[src/assert_macros.svh]
// Assertion helpers included by the RTL.
`ifndef ASSERT_MACROS_SVH
`define ASSERT_MACROS_SVH

// Concurrent check sampled on clk and suspended while arst_n is low.
`define ASSERT_CLK(label, prop, msg) \
	label: assert property (@(posedge clk) disable iff (!arst_n) (prop)) else $error(msg);

// Concurrent check sampled on clk that stays active through reset.
`define ASSERT_ALWAYS(label, prop, msg) \
	label: assert property (@(posedge clk) (prop)) else $error(msg);

`endif

[src/mplb_pkg.sv]
`default_nettype none

package mplb_pkg;

	// Width of every timing configuration register.
	localparam int unsigned TICK_W = 16;
	// Width of the pattern length register.
	localparam int unsigned LEN_W = 6;
	// Width of a symbol index.
	localparam int unsigned POS_W = 5;
	// Number of symbol slots in the pattern register.
	localparam int unsigned SLOTS = 32;

	// Reset values of the timing registers.
	localparam logic [TICK_W-1:0] DOT_RESET   = 16'd250;
	localparam logic [TICK_W-1:0] DASH_RESET  = 16'd750;
	localparam logic [TICK_W-1:0] SPACE_RESET = 16'd1000;
	localparam logic [TICK_W-1:0] GAP_RESET   = 16'd100;

	// Symbol codes packed two bits each into the pattern register.
	typedef enum logic [1:0] {
		SYM_DOT   = 2'd0,
		SYM_DASH  = 2'd1,
		SYM_SPACE = 2'd2,
		SYM_BLANK = 2'd3
	} sym_t;

	// Register indexes; register i sits at byte address 8*i.
	typedef enum logic [2:0] {
		REG_SYMBOLS = 3'd0,
		REG_LENGTH  = 3'd1,
		REG_DOT     = 3'd2,
		REG_DASH    = 3'd3,
		REG_SPACE   = 3'd4,
		REG_GAP     = 3'd5
	} reg_idx_t;

endpackage

`default_nettype wire

[src/morse_pattern_led_blinker.sv]
// Morse-style pattern blinker for one LED.
// The input channel (in_valid/in_ready, field restart) takes one request per
// timer tick, normally once a millisecond. Each accepted request advances the
// blink sequencer by one tick and produces exactly one result on the output
// channel (out_valid/out_ready, fields led_lit, symbol_position, in_gap).
// A result is valid in the cycle after its request is accepted. The block
// takes one request per cycle while the receiver keeps out_ready high; the
// only loop is the state register update.
// The result register is the sequencer state itself. While a result waits,
// a new request is still taken in the same cycle that out_ready is high; if
// the receiver stalls, in_ready drops and the state and result hold.
// The APB-style port sets the pattern and timing; registers sit at 8*i and are to be
// written by the user only while the block is idle; the block itself does not enforce this. pready is always high.
// Reset clears the sequencer to the first symbol with the LED off and the
// countdown at zero, restores the default timings and empties the pattern.
`default_nettype none

`include "assert_macros.svh"

module morse_pattern_led_blinker #(
	parameter int unsigned MAX_SYMBOLS = 32,
	parameter int unsigned TIMER_WIDTH = 16
) (
	input  wire logic        clk,
	input  wire logic        arst_n,
	// Configuration port.
	input  wire logic        psel,
	input  wire logic        penable,
	input  wire logic        pwrite,
	input  wire logic [5:0]  paddr,
	input  wire logic [63:0] pwdata,
	output logic      [63:0] prdata,
	output logic             pready,
	// Tick requests.
	input  wire logic        in_valid,
	output logic             in_ready,
	input  wire logic        restart,
	// Results.
	output logic             out_valid,
	input  wire logic        out_ready,
	output logic             led_lit,
	output logic [mplb_pkg::POS_W-1:0] symbol_position,
	output logic             in_gap
);

	localparam logic [mplb_pkg::LEN_W-1:0] MaxLen = mplb_pkg::LEN_W'(MAX_SYMBOLS);
	localparam logic [32:0] TimerMax = (33'd1 << TIMER_WIDTH) - 33'd1;

	// Configuration registers.
	logic [mplb_pkg::SLOTS-1:0][1:0]   pattern_q;
	logic [mplb_pkg::LEN_W-1:0]        length_q;
	logic [mplb_pkg::TICK_W-1:0]       dot_q;
	logic [mplb_pkg::TICK_W-1:0]       dash_q;
	logic [mplb_pkg::TICK_W-1:0]       space_q;
	logic [mplb_pkg::TICK_W-1:0]       gap_q;

	// Sequencer state, which doubles as the result register.
	logic                              gap_phase_q;
	logic [mplb_pkg::POS_W-1:0]        position_q;
	logic [TIMER_WIDTH-1:0]            remaining_q;
	logic                              led_q;
	logic                              out_valid_q;

	// Next-state values.
	logic                              gap_phase_d;
	logic [mplb_pkg::POS_W-1:0]        position_d;
	logic [TIMER_WIDTH-1:0]            remaining_d;
	logic                              led_d;

	logic                              in_accept;
	logic                              cfg_write;
	mplb_pkg::reg_idx_t                reg_idx;
	logic [mplb_pkg::LEN_W-1:0]        eff_len;
	logic [mplb_pkg::POS_W-1:0]        pos_eff;
	mplb_pkg::sym_t                    sym;

	// Saturate a tick count into the timer width.
	function automatic logic [TIMER_WIDTH-1:0] timer_load(
		input logic [mplb_pkg::TICK_W-1:0] ticks
	);
		logic [32:0] wide;
		wide = 33'(ticks);
		if (wide > TimerMax) begin
			return '1;
		end
		return wide[TIMER_WIDTH-1:0];
	endfunction

	// Next position after p, wrapping at the effective length.
	function automatic logic [mplb_pkg::POS_W-1:0] advance(
		input logic [mplb_pkg::POS_W-1:0] p,
		input logic [mplb_pkg::LEN_W-1:0] len
	);
		logic [mplb_pkg::LEN_W-1:0] nxt;
		nxt = {1'b0, p} + 6'd1;
		if (nxt >= len) begin
			return '0;
		end
		return nxt[mplb_pkg::POS_W-1:0];
	endfunction

	// Handshakes.
	assign in_accept = in_valid && in_ready;
	assign in_ready  = !out_valid_q || out_ready;
	assign cfg_write = psel && penable && pwrite && pready;
	assign reg_idx   = mplb_pkg::reg_idx_t'(paddr[5:3]);
	assign pready    = 1'b1;

	// Configuration register writes.
	always_ff @(posedge clk or negedge arst_n) begin
		if (!arst_n) begin
			pattern_q <= '0;
			length_q  <= '0;
			dot_q     <= mplb_pkg::DOT_RESET;
			dash_q    <= mplb_pkg::DASH_RESET;
			space_q   <= mplb_pkg::SPACE_RESET;
			gap_q     <= mplb_pkg::GAP_RESET;
		end else if (cfg_write) begin
			unique case (reg_idx)
				mplb_pkg::REG_SYMBOLS: pattern_q <= pwdata;
				mplb_pkg::REG_LENGTH:  length_q  <= pwdata[mplb_pkg::LEN_W-1:0];
				mplb_pkg::REG_DOT:     dot_q     <= pwdata[mplb_pkg::TICK_W-1:0];
				mplb_pkg::REG_DASH:    dash_q    <= pwdata[mplb_pkg::TICK_W-1:0];
				mplb_pkg::REG_SPACE:   space_q   <= pwdata[mplb_pkg::TICK_W-1:0];
				mplb_pkg::REG_GAP:     gap_q     <= pwdata[mplb_pkg::TICK_W-1:0];
				default: ;
			endcase
		end
	end

	// Register read mux.
	always_comb begin
		unique case (reg_idx)
			mplb_pkg::REG_SYMBOLS: prdata = pattern_q;
			mplb_pkg::REG_LENGTH:  prdata = 64'(length_q);
			mplb_pkg::REG_DOT:     prdata = 64'(dot_q);
			mplb_pkg::REG_DASH:    prdata = 64'(dash_q);
			mplb_pkg::REG_SPACE:   prdata = 64'(space_q);
			mplb_pkg::REG_GAP:     prdata = 64'(gap_q);
			default:               prdata = '0;
		endcase
	end

	// Effective length, current symbol slot and its code.
	assign eff_len = (length_q > MaxLen) ? MaxLen : length_q;
	assign pos_eff = ({1'b0, position_q} >= eff_len) ? '0 : position_q;
	assign sym     = mplb_pkg::sym_t'(pattern_q[pos_eff]);

	// One tick of the sequencer.
	always_comb begin
		gap_phase_d = gap_phase_q;
		position_d  = position_q;
		remaining_d = remaining_q;
		led_d       = led_q;
		if (restart) begin
			gap_phase_d = 1'b0;
			position_d  = '0;
			remaining_d = '0;
			led_d       = 1'b0;
		end else if (remaining_q != '0) begin
			remaining_d = remaining_q - {{(TIMER_WIDTH-1){1'b0}}, 1'b1};
			if (eff_len == '0) begin
				led_d = 1'b0;
			end
		end else if (eff_len == '0) begin
			led_d = 1'b0;
		end else if (!gap_phase_q) begin
			position_d = pos_eff;
			case (sym)
				mplb_pkg::SYM_SPACE: begin
					led_d       = 1'b0;
					remaining_d = timer_load(space_q);
					position_d  = advance(pos_eff, eff_len);
				end
				mplb_pkg::SYM_DOT: begin
					led_d       = 1'b1;
					remaining_d = timer_load(dot_q);
					gap_phase_d = 1'b1;
				end
				mplb_pkg::SYM_DASH: begin
					led_d       = 1'b1;
					remaining_d = timer_load(dash_q);
					gap_phase_d = 1'b1;
				end
				default: begin
					led_d       = 1'b0;
					remaining_d = '0;
					gap_phase_d = 1'b1;
				end
			endcase
		end else begin
			remaining_d = timer_load(gap_q);
			led_d       = 1'b0;
			gap_phase_d = 1'b0;
			position_d  = advance(position_q, eff_len);
		end
	end

	// State and result registers.
	always_ff @(posedge clk or negedge arst_n) begin
		if (!arst_n) begin
			gap_phase_q <= 1'b0;
			position_q  <= '0;
			remaining_q <= '0;
			led_q       <= 1'b0;
			out_valid_q <= 1'b0;
		end else begin
			if (in_accept) begin
				gap_phase_q <= gap_phase_d;
				position_q  <= position_d;
				remaining_q <= remaining_d;
				led_q       <= led_d;
			end
			if (in_accept) begin
				out_valid_q <= 1'b1;
			end else if (out_ready) begin
				out_valid_q <= 1'b0;
			end
		end
	end

	assign out_valid       = out_valid_q;
	assign led_lit         = led_q;
	assign symbol_position = position_q;
	assign in_gap          = gap_phase_q;

	// An empty pattern never lights the LED.
	`ASSERT_CLK(a_empty_dark, (in_accept && eff_len == '0) |=> !led_q, "LED lit with empty pattern")
	// A gap step always ends dark and back in the symbol phase.
	`ASSERT_CLK(a_gap_step, (in_accept && !restart && remaining_q == '0 && eff_len != '0 && gap_phase_q) |=> (!led_q && !gap_phase_q), "gap step did not darken")
	// A step leaves the position inside the pattern.
	`ASSERT_CLK(a_pos_range, (in_accept && !restart && remaining_q == '0 && eff_len != '0) |=> ({1'b0, position_q} < $past(eff_len)), "position outside pattern")
	// The result must not change while it waits for the receiver.
	`ASSERT_CLK(a_state_hold, (!in_accept) |=> ($stable(position_q) && $stable(led_q) && $stable(remaining_q)), "state moved without a request")

endmodule

`default_nettype wire
[config.mk]
export PLATFORM = sky130hd
export DESIGN_NAME = morse_pattern_led_blinker
export DESIGN_NICKNAME = d
export VERILOG_FILES = /design/src/mplb_pkg.sv /design/src/morse_pattern_led_blinker.sv
export VERILOG_INCLUDE_DIRS = /design/src /design/src/src
export SDC_FILE = /design/constraint.sdc
export NUM_CORES = 1
export LEC_CHECK = 0
export BUFFER_PORTS_ARGS = -buffer_cell sky130_fd_sc_hd__buf_4
export CAP_MARGIN = 20
export CORE_ASPECT_RATIO = 0.6
export CORE_MARGIN = 2
export CORE_UTILIZATION = 60
export CTS_BUF_LIST = sky130_fd_sc_hd__clkbuf_4
export DETAILED_ROUTE_END_ITERATION = 6
export HOLD_SLACK_MARGIN = 0.1
export PLACE_DENSITY_LB_ADDON = 0.2
export RECOVER_POWER = 50
export SYNTH_ARGS = -nofsm -noshare
export SYNTH_HDL_FRONTEND = slang
export SYNTH_SLANG_ARGS = --single-unit
export TNS_END_PERCENT = 30
[constraint.sdc]
create_clock -name clk -period 7.48 [get_ports clk]
set_input_delay 1.496 -clock clk [delete_from_list [all_inputs] [get_ports clk]]
set_output_delay 1.496 -clock clk [all_outputs]
set_load 0.02 [all_outputs]
* After elaboration in Yosys (flattened, before gate mapping) *
Cells that the tools add are included.

storage, ports and cells
  register bits after elaboration = 158
  output and inout bits = 74
  word-level logic and storage cells = 124

cells by class
  add/subtract/negate cells = 3
  order comparisons = 5
  equal/unequal tests = 11
  mux-type cells = 43
  reduce and logical (&&, ||, !) cells = 20

operators by type and width
  cell                                                  number
  case mux 64 bit (6 select lines)                      1
  two-way mux 16 bit                                    4
  two-way mux 5 bit                                     10
  case mux 16 bit (3 select lines)                      1
  two-way mux 1 bit                                     24
  AND reduction 2 bit                                   8
  nonzero test 16 bit                                   1
  subtractor 16 x 1 -> 16 bit, second input constant    1
  adder 5 x 1 -> 6 bit, second input constant           2
  >= comparator 6 bit                                   2
  binary-select mux 2 bit (select 5 bit)                1
  equality test 3 x 2 -> 1 bit, second input constant   2
  equality test 3 bit, second input constant            2
  >= comparator 5 x 6 -> 1 bit                          1
  greater-than comparator 6 bit, second input constant  1
  zero test 6 bit                                       1
  < comparator 5 x 6 -> 1 bit, second input constant    1
  two-way mux 6 bit                                     1
  != test 2 bit, second input constant                  2
  equality test 3 x 1 -> 1 bit, second input constant   1
  logical AND 1 bit                                     3
  zero test 3 bit                                       1
  != test 3 x 2 -> 1 bit, second input constant         1
  != test 3 bit, second input constant                  1
  other kinds (9)                                       9

* Longest topological paths before layout *
Gate-level depths: netlist of run 1.

  word-level depth = 18
  depth in mapped cells = 18
  mapped depth without buffers = 16

* Worst setup path after synthesis of run 1 *
No wires, ideal clock.

  path type = in2out
  start = input port paddr[3]
  end = output port prdata[10]
  arrival = 3131 ps
  data required time = 5984 ps
  setup slack = 2853 ps
  cell stages on the path = 5
  cells stage by stage = buf_1 -> clkbuf_1 -> buf_2 -> mux2i_1 -> o221ai_1

between the ends
  word-level cells in the longest chain between the ends = 2
  elaborated cells on any way between the ends = 7
  classes of those cells = eq/ne (5); mux (1); reduce/logical (1)

RTL lines
  element                                      RTL line                          RTL
  start: declaration                           morse_pattern_led_blinker.sv:30   input wire logic [5:0] paddr,
  equality test 3 bit (tied with other cells)  morse_pattern_led_blinker.sv:133  unique case (reg_idx)
  case mux 64 bit (6 select lines) (*)         morse_pattern_led_blinker.sv:133
  end: declaration                             morse_pattern_led_blinker.sv:32   output logic [63:0] prdata,

Mark *: on every way between the ends. The rest lies on a longest branch, timed or not.

==> metrics.md, run 1 <==
| Metric | Value |
|---|---|
| Status | `finished, violations left` |
| Violated checks | `max-capacitance violations, max-slew violations` |
| Final Hold Viols | `0` |
| Worst setup path end | `pattern_q[2]` |
| Initial DRT Pass Iterations | `5` |
| Syn_area_per_cell | `11.1 um^2` |
| Setup slack, reg-to-reg | `roughly 2.9 ns` |
| Post-CTS Setup Inserts | `0` |
| Placed cell area | `10,400 um^2` |
| Worst R2R Start | `symbol_position[3]` |
| Worst-skew pair later-pin latency | `0.57 ns` |
| Worst-Margin Slew | `3.86 ns` |
| Max FO, Critical Path | `roughly 90` |
| TritonCTS Buffers | `17` |
| Fill cells | `1,097` |
| DPL Wire Length | `17,400 um` |
| GRT Resource Usage Total | `around a third` |
| Core area | `approximately 15,000 um^2` |
| CP Data Arrival Time | `4.87 ns` |
| Layout cell share with drive strength beyond 1 | `38.6%` |
| Final Max Slew Viols | `145` |
| Num rows | `35` |
| R2r worst-path depth | `10` |
| FF+latch count, synth | `158` |
| Leak | `4.78 nW` |
| Die Width | `164 um` |
| Ys flop type | `dfrtp_1` |
| Total negative slack | `0 ns` |
| CTS hold repair buffers | `0` |
| Vias | `approximately 7,500` |
| Final min period | `between 5 and 6 ns` |
| Root buf cell | `clkbuf_4` |
| Input/output buffers | `147` |
| Drt drc | `0` |
| I/O pins | `152` |
| Clk slew on worst S/H paths | `0.15 ns` |
| Worst path cell trace | `buf_6 -> clkbuf_1` |
| GR Layer Usage met1 | `51.0%` |
| Pin count of the biggest net entering global routing | `90` |
| Critical Path Start Type | `input port` |
| Launch point of the worst path | `arst_n` |
| Htree depth | `4` |
| Routed WL | `around 26,000 um` |
| Worst path max stage delay | `2.72 ns` |
| Vias in the first global route | `7,077` |
| DR iter-0 viols | `between 500 and 600` |
| Number of distinct library cells after synthesis | `73` |
| CP Capture Type | `asynchronous set/reset pin` |
| Final setup viols | `0` |
| M3 GR Usage | `7.27%` |
| Full die area | `16,400 um^2` |
| # resized after CTS | `0` |
| Critical path's slowest cell | `clkbuf_1` |
| CP bufs+invs | `2` |
| Required time of the critical path | `7.29 ns` |
| Crit share post-route | `67.6%` |
| Most common cell after layout, fill and taps aside | `buf_4` |
| Post-synthesis sequential area ratio | `approximately 43%` |
| CTS tree | `done` |
| Fmax | `198 MHz` |
| Clock Skews | `0.0402 ns` |
| Clock tree buffer depth | `2` |
| First-pass GRT wire length | `40,300 um` |
| # clock sinks | `158` |
| Die height | `100 um` |
| Worst VDD drop | `around 110 uV` |
| Ys Warns | `0` |
| Pwr Density | `243 nW/um^2` |
| Reg2reg end | `symbol_position[3]` |
| GR Overflow Total | `0` |
| Avg Vias per Cell | `6.40` |
| Crit path max-delay family | `buffers and inverters` |
| Starting Density | `60.8%` |
| # nets final | `~1,100` |
| Routed Antenna Nets | `0` |
| Util after Layout | `a little over two thirds` |
| Cells after Synth | `829` |
| DR WL/cell | `21.9 um` |
| Hold-critical path depth | `1` |
| Number of enable flip-flop cells after synthesis | `0` |
| Initial antenna violation count | `1` |
| WP depth | `2` |
| Relative slew slack | `-158%` |
| Layout Area Growth over Synthesis | `15.8%` |
| HP Class | `reg2reg` |
| Global placer's final weighted congestion | `0.884` |
| Post-layout instance area | `around 11,000 um^2` |
| GRT met2 Usage | `44.8%` |
| Post-synth net total | `928` |
| Synth async-reset ratio | `100%` |
| Maxcap violations | `3` |
| Commonest cells after routing, fill and taps aside | `146 x buf_4, 136 x mux2_2, 136 x dfrtp_1, 54 x and2_1, 48 x nand2_1` |
| GRT Max-Usage Layer | `met1` |
| Unrepaired setup endpoints after global routing | `no` |
| Post-synthesis instance area | `9240 um^2` |
| Setup CP Type | `in2async` |
[synthesized netlist by cell type, drive strengths merged (19+ instances only)]
master,instances,area (um^2)
dfrtp,136,3400
dfstp,22,578
o21ai,29,156
ha,21,263
and2,54,338
clkbuf,34,128
inv,19,71.3
nor2,33,124
a21oi,22,110
a31oi,23,144
mux2i,40,400
mux2,138,1550
nand2,48,180
[routing by layer]
metal	up-vias	wire length [um]
li1	3327	-
met1	3743	11800
met2	367	10900
met3	34	2590
met4	0	336
met5	-	0
[final cells by class]
type	count	area, um^2	area share [%]
diodes	1	2.50	0.0234
repair buffers	155	1140	10.7
inverters	19	71.3	0.667
multi-input cells	600	4950	46.3
flip-flops and latches	158	3980	37.2
clock inverters	15	165	1.54
clock buffers	17	128	1.19
well taps	203	254	2.37
[metrics by stage]
step	setup slack, ns	hold WS, ns	total power [mW]	std cells
2_1_floorplan	2.85	0.486	1.78	829
3_3_place_gp	2.67	0.507	2.04	1135
3_5_place_dp	2.62	0.510	2.07	1135
4_1_cts	2.61	0.545	2.59	1167
5_1_grt	1.58	0.560	2.74	1168
6_report	2.42	0.542	2.60	1168
[how the worst min path moves through the flow]
| stage | start | end | slack (ns) |
|---|---|---|---|
| floorplan | pattern_q[39] | pattern_q[39] | 0.49 |
| global placement | pattern_q[39] | pattern_q[39] | 0.51 |
| detailed placement | pattern_q[40] | pattern_q[40] | 0.51 |
| CTS | pattern_q[40] | pattern_q[40] | 0.55 |
| global route | pattern_q[45] | pattern_q[45] | 0.56 |
| finish | pattern_q[61] | pattern_q[61] | 0.54 |
[flip-flops by register name, indices dropped and copies added (netlist names)]
register         cells
gap_q               16
remaining_q         16
length_q             6
space_q             16
in_gap               1
dot_q               16
dash_q              16
led_lit              1
symbol_position      5
pattern_q           64
out_valid            1
[cell families after synthesis]
| group | after synthesis | synth area share [%] |
|---|---|---|
| AND/OR/NAND/NOR | 208 | 12.3 |
| multiplexers | 191 | 24.3 |
| AO/OA/AOI/OAI | 174 | 13.5 |
| flip-flops | 158 | 43.1 |
| buffers and inverters | 71 | 3.51 |
| adder cells (fa/ha/maj) | 21 | 2.84 |
| XOR/XNOR | 5 | 0.474 |
| other | 1 | 0.0406 |
[power by group]
part / leakage [nW] / switching (mW) / internal, mW
combinational: 2.64 / 0.455 / 0.397
clock: 0.161 / 0.372 / 0.156
sequential: 1.97 / 0.171 / 1.05
Note: power is estimated with default switching activity, not from simulation.
==> run 2: changes to the inputs <==
- CORE_UTILIZATION: 60 -> 53
- clock period: 7.48 -> 4.2 ns (I/O delays scaled with it)
==> run 2 against run 1 <==
  * The flow still finishes with violations (max-capacitance violations, max-slew violations)
  * Global-route usage shrank 3.2 points
  * Via count shrank 0.99%
  * Cell count grew 4.5%
==> metrics.md, run 2 (synthesized netlist as in run 1, its figures left out) <==
| Metric | Value |
|---|---|
| Status | `finished, violations left` |
| Violated checks | `max-capacitance violations, max-slew violations` |
| # resized after CTS | `0` |
| Max reg flops | `64` |
| R2r worst-path depth | `16` |
| CTS tree | `done` |
| Pwr Density | `~420 nW/um^2` |
| Post-CTS Setup Inserts | `0` |
| Most common cell after layout, fill and taps aside | `buf_4` |
| Critical Path Start Type | `input port` |
| CTS hold repair buffers | `0` |
| Global placer's final weighted congestion | `0.877` |
| Final setup viols | `0` |
| Starting Density | `54.1%` |
| Initial DRT Pass Iterations | `6` |
| Vias | `7,397` |
| DR WL/cell | `between 20 and 25 um` |
| Worst setup margin | `0.0812 ns` |
| Worst path cell trace | `clkbuf_2 -> clkbuf_1 -> nor4b_1 -> buf_4 -> mux2_2` |
| # nets final | `around 1,100` |
| Reg2reg end | `symbol_position[3]` |
| Avg Vias per Cell | `6.06` |
| GRT Resource Usage Total | `29.0%` |
| Drt drc | `0` |
| Worst path max stage delay | `1.96 ns` |
| DR iter-0 viols | `slightly above 700` |
| Setup slack, reg-to-reg | `~0.30 ns` |
| # clock sinks | `158` |
| CP bufs+invs | `3` |
| Worst-skew pair later-pin latency | `0.56 ns` |
| First-pass GRT wire length | `41,200 um` |
| Layout cell share with drive strength beyond 1 | `between 30% and 40%` |
| Max FO, Critical Path | `19` |
| Critical path's slowest cell | `nor4b_1` |
| Final min period | `4.12 ns` |
| Required time of the critical path | `4.64 ns` |
| Maxcap violations | `2` |
| Input/output buffers | `147` |
| Htree depth | `4` |
| Largest reg by FF count | `pattern_q` |
| Die Width | `174 um` |
| Clk slew on worst S/H paths | `0.14 ns` |
| Root buf cell | `clkbuf_4` |
| Commonest cells after routing, fill and taps aside | `168 x buf_4, 137 x mux2_2, 136 x dfrtp_1, 54 x and2_1, 48 x nand2_1` |
| Full die area | `18,500 um^2` |
| Final Max Slew Viols | `100` |
| Setup CP Type | `in2reg` |
| TritonCTS Buffers | `17` |
| Hold endpoint | `out_valid` |
| Hold-critical path depth | `2` |
| Routed WL | `26,100 um` |
| Unrepaired setup endpoints after global routing | `no` |
| Leak | `~4.9 nW` |
| DPL Wire Length | `~18,000 um` |
| Crit share post-route | `98.1%` |
| Place WS | `0.368 ns` |
| Num rows | `37` |
| Initial antenna violation count | `0` |
| Core area | `17,100 um^2` |
| Total negative slack | `0 ns` |
| HP Class | `in2reg` |
| Relative slew slack | `-57.0%` |
| Worst VDD drop | `232 uV` |
| GR Overflow Total | `0` |
| Final Hold Viols | `0` |
| Min Hold Slack | `0.491 ns` |
| Worst-Margin Slew | `about 2.3 ns` |
| Ant diodes | `0` |
| Worst R2R Start | `length_q[5]` |
| CP Capture Type | `flip-flop` |
| Layout Area Growth over Synthesis | `17.5%` |
| Clock Skews | `0.0319 ns` |
| Clock tree buffer depth | `2` |
| Die height | `between 100 and 150 um` |
| Fmax | `~240 MHz` |
| I/O pins | `152` |
| Crit path max-delay family | `simple AND/OR/NAND/NOR gates` |
| CP Data Arrival Time | `about 4.6 ns` |
| Routed Antenna Nets | `0` |
| Pin count of the biggest net entering global routing | `slightly above 90` |
| Hold path startpoint | `in_valid` |
| Vias in the first global route | `7,220` |
==> run 2: cell count changes in the layout (fill, tap and decap cells not counted), sizes merged <==
cell | previous run | this run
clkinvlp | 0 | 5
buf | 147 | 169
diode | 1 | 0
inv | 27 | 26
clkbuf | 25 | 26
clkinv | 7 | 2
==> run 2: how the worst max path moves through the flow <==
| stage | from | end | cells past startpoint |
|---|---|---|---|
| 2_1_floorplan | symbol_position[0] | symbol_position[0] | 18 |
| 3_3_place_gp | length_q[5] | symbol_position[0] | 16 |
| 5_1_grt | length_q[5] | symbol_position[3] | 17 |
| 3_5_place_dp | length_q[5] | symbol_position[0] | 16 |
| 6_report | paddr[3] | dot_q[2] | 5 |
| 4_1_cts | length_q[5] | symbol_position[3] | 16 |
==> run 2: power by group <==
group / switching [mW] / total [mW] / internal (mW)
Combinational: 0.810 / 1.55 / 0.741
Sequential: 0.300 / 2.17 / 1.87
Clock: 0.611 / 0.872 / 0.261
Total: 1.72 / 4.59 / 2.87
==> run 2: cell type report <==
class	count	area, um^2
Sequential cell	158	3980
Multi-Input combinational cell	600	4940
Inverter	19	71.3
Tap cell	234	293
Clock inverter	14	123
Clock buffer	18	135
Timing Repair Buffer	177	1320
Fill cell	1389	6220
==> run 2: layer usage <==
layer | wire, um | global-route usage (%) | vias up
met2 | 10900 | 40.2 | 322
met3 | 2340 | 6.80 | 30
met5 | 0 | 0 | -
li1 | - | - | 3346
met1 | 12500 | 45.2 | 3699
met4 | 360 | 7.44 | 0
==> run 2: stage by stage <==
stage          util [%]  total power [mW]  cells  instance area [um^2]
4_1_cts            63.9              4.59   1220                 10900
2_1_floorplan         -              3.18    829                  9240
3_5_place_dp       62.4              3.72   1188                 10700
6_report           63.6              4.59   1220                 10900
3_3_place_gp       62.4              3.68   1188                 10700
5_1_grt            63.6              4.85   1220                 10900
==> run 3: changes to the inputs <==
- PLACE_DENSITY: default -> 0.79
- PLACE_DENSITY_LB_ADDON: 0.2 -> default
==> run 3 against run 2 <==
  * The run ends with design-rule violations, max-capacitance violations, max-slew violations left
  * Core utilization shrank 0.10 points
  * Design area is 0.16% lower
  * Clock-buffer cell count fell by 1
  * Sequential share of layout area is 0.059 points higher
  * Clock skew increased by 0.0017 ns
  * Via count up 1.1%
  * Cell count barely moved
  * Hold slack got worse by 0.030 ns
  * Non-clock buffer count is 1 lower
  * Largest power group unchanged
  * Highest routed layer unchanged
==> metrics.md, run 3 (synthesized netlist as in run 1, its figures left out) <==
| Metric | Value |
|---|---|
| CTS tree | `done` |
| Required time of the critical path | `about 4.7 ns` |
| Ant diodes | `0` |
| Post-CTS Setup Inserts | `0` |
| Relative slew slack | `-40.0%` |
| Pin count of the biggest net entering global routing | `85` |
| Starting Density | `54.1%` |
| CP Capture Type | `flip-flop` |
| Die Width | `about 170 um` |
| Htree depth | `4` |
| TritonCTS Buffers | `17` |
| Hold endpoint | `pattern_q[56]` |
| Worst R2R Start | `length_q[5]` |
| CTS hold repair buffers | `0` |
| Post-layout instance area | `between 10,000 and 15,000 um^2` |
| Final setup viols | `0` |
| Vias in the first global route | `~7,400` |
| Clock Skews | `0.0336 ns` |
| Maxcap violations | `3` |
| # resized after CTS | `0` |
| Final Max Slew Viols | `94` |
| Full die area | `around 19,000 um^2` |
| Hold path startpoint | `pwdata[56]` |
| Setup CP Type | `reg2reg` |
| Worst path max stage delay | `0.56 ns` |
| HP Class | `in2reg` |
| DPL Wire Length | `18,500 um` |
| Pwr Density | `429 nW/um^2` |
| Clk slew on worst S/H paths | `between 0.15 and 0.2 ns` |
| Max FO, Critical Path | `12` |
| Die height | `106 um` |
| Critical path's slowest cell | `o21ai_4` |
| Unrepaired setup endpoints after global routing | `no` |
| Clock tree buffer depth | `2` |
| Largest reg by FF count | `pattern_q` |
| Worst-Margin Slew | `2.10 ns` |
| Routed Antenna Nets | `0` |
| Initial antenna violation count | `0` |
| Layout Area Growth over Synthesis | `17.4%` |
| Worst setup margin | `0.194 ns` |
| First-pass GRT wire length | `approximately 42,000 um` |
| CP Data Arrival Time | `~4.5 ns` |
| Worst-skew pair later-pin latency | `0.58 ns` |
| Leak | `4.86 nW` |
| Input/output buffers | `roughly 150` |
| GR Overflow Total | `0` |
| Core area | `17,100 um^2` |
| Crit share post-route | `95.4%` |
| Critical Path Start Type | `flip-flop` |
| I/O pins | `~150` |
| Num rows | `37` |
| Routed WL | `26,200 um` |
| Layout cell share with drive strength beyond 1 | `39.6%` |
| Reg2reg end | `remaining_q[7]` |
| R2r worst-path depth | `13` |
| Placed cell area | `between 10,000 and 15,000 um^2` |
| Fmax | `250 MHz` |
| DR WL/cell | `21.5 um` |
| Violated checks | `design-rule violations, max-capacitance violations, max-slew violations` |
| Final min period | `4.01 ns` |
| DR iter-0 viols | `between 600 and 700` |
| Hold-critical path depth | `3` |
| Initial DRT Pass Iterations | `7` |
| Place WS | `0.351 ns` |
| Final Hold Viols | `0` |
| Launch point of the worst path | `length_q[5]` |
| Min Hold Slack | `0.462 ns` |
| Drt drc | `1` |
| Worst path cell trace | `inv_2 -> nand2_1 -> ha_1 -> a211oi_2 -> or2_1 -> a21boi_4 -> mux2i_1 -> a211oi_2 -> o21ai_4 -> and2_1 -> buf_4 -> nand2_1 -> a31oi_1` |
| # nets final | `1,071` |
| Max reg flops | `64` |
| Avg Vias per Cell | `6.14` |
| # clock sinks | `158` |
| Most common cell after layout, fill and taps aside | `buf_4` |
| Global placer's final weighted congestion | `0.909` |
| GRT Resource Usage Total | `29.1%` |
| Total negative slack | `0 ns` |
| Setup slack, reg-to-reg | `~0.19 ns` |
| Root buf cell | `clkbuf_4` |
| Status | `finished, violations left` |
| Vias | `7,481` |
| Worst VDD drop | `between 200 and 250 uV` |
| Commonest cells after routing, fill and taps aside | `166 x buf_4, 136 x mux2_2, 136 x dfrtp_1, 54 x and2_1, 48 x nand2_1` |
## run 3: worst max-delay path by stage
stage	endpoint	slack, ns	depth (start not counted)
2_1_floorplan	symbol_position[0]	0.30	18
3_3_place_gp	remaining_q[7]	0.44	13
3_5_place_dp	remaining_q[7]	0.35	13
4_1_cts	remaining_q[7]	0.32	13
5_1_grt	remaining_q[6]	0.03	13
6_report	remaining_q[7]	0.19	13
## run 3: final cells by class
cell class | count | area [um^2]
Clock inverter | 15 | 143
Timing Repair Buffer | 176 | 1290
Tap cell | 234 | 293
Inverter | 19 | 71.3
Multi-Input combinational cell | 600 | 4940
Sequential cell | 158 | 3980
Clock buffer | 17 | 128
Fill cell | 1368 | 6240
## run 3: where the power goes
group / internal, mW / switching (mW) / leakage [nW]
sequential: 1.87 / 0.310 / 1.97
combinational: 0.730 / 0.815 / 2.74
clock: 0.268 / 0.664 / 0.147
total: 2.86 / 1.79 / 4.86
## run 3: per-stage QoR
stage	power (mW)	std cells	utilization, %
2_1_floorplan	3.18	829	-
3_3_place_gp	3.66	1187	62.3
3_5_place_dp	3.72	1187	62.3
4_1_cts	4.65	1219	63.9
5_1_grt	4.91	1219	63.5
6_report	4.65	1219	63.5
## run 3: critical path, delay by kind of cell (launching register included)
family          cells  cell delay [ns]
buf+inv             2             0.49
mux                 1             0.25
compound gates      5             1.45
flops               1             0.48
simple gates        4             0.92
fa+ha+maj           1             0.33
## run 3: metal layers
| metal | GRT usage (%) | vias to the layer above | wire length, um |
|---|---|---|---|
| met5 | 0 | - | 0 |
| met4 | 6.42 | 0 | 310 |
| met3 | 8.19 | 26 | 2580 |
| met2 | 40.7 | 355 | 10900 |
| met1 | 44.6 | 3743 | 12400 |
| li1 | - | 3357 | - |
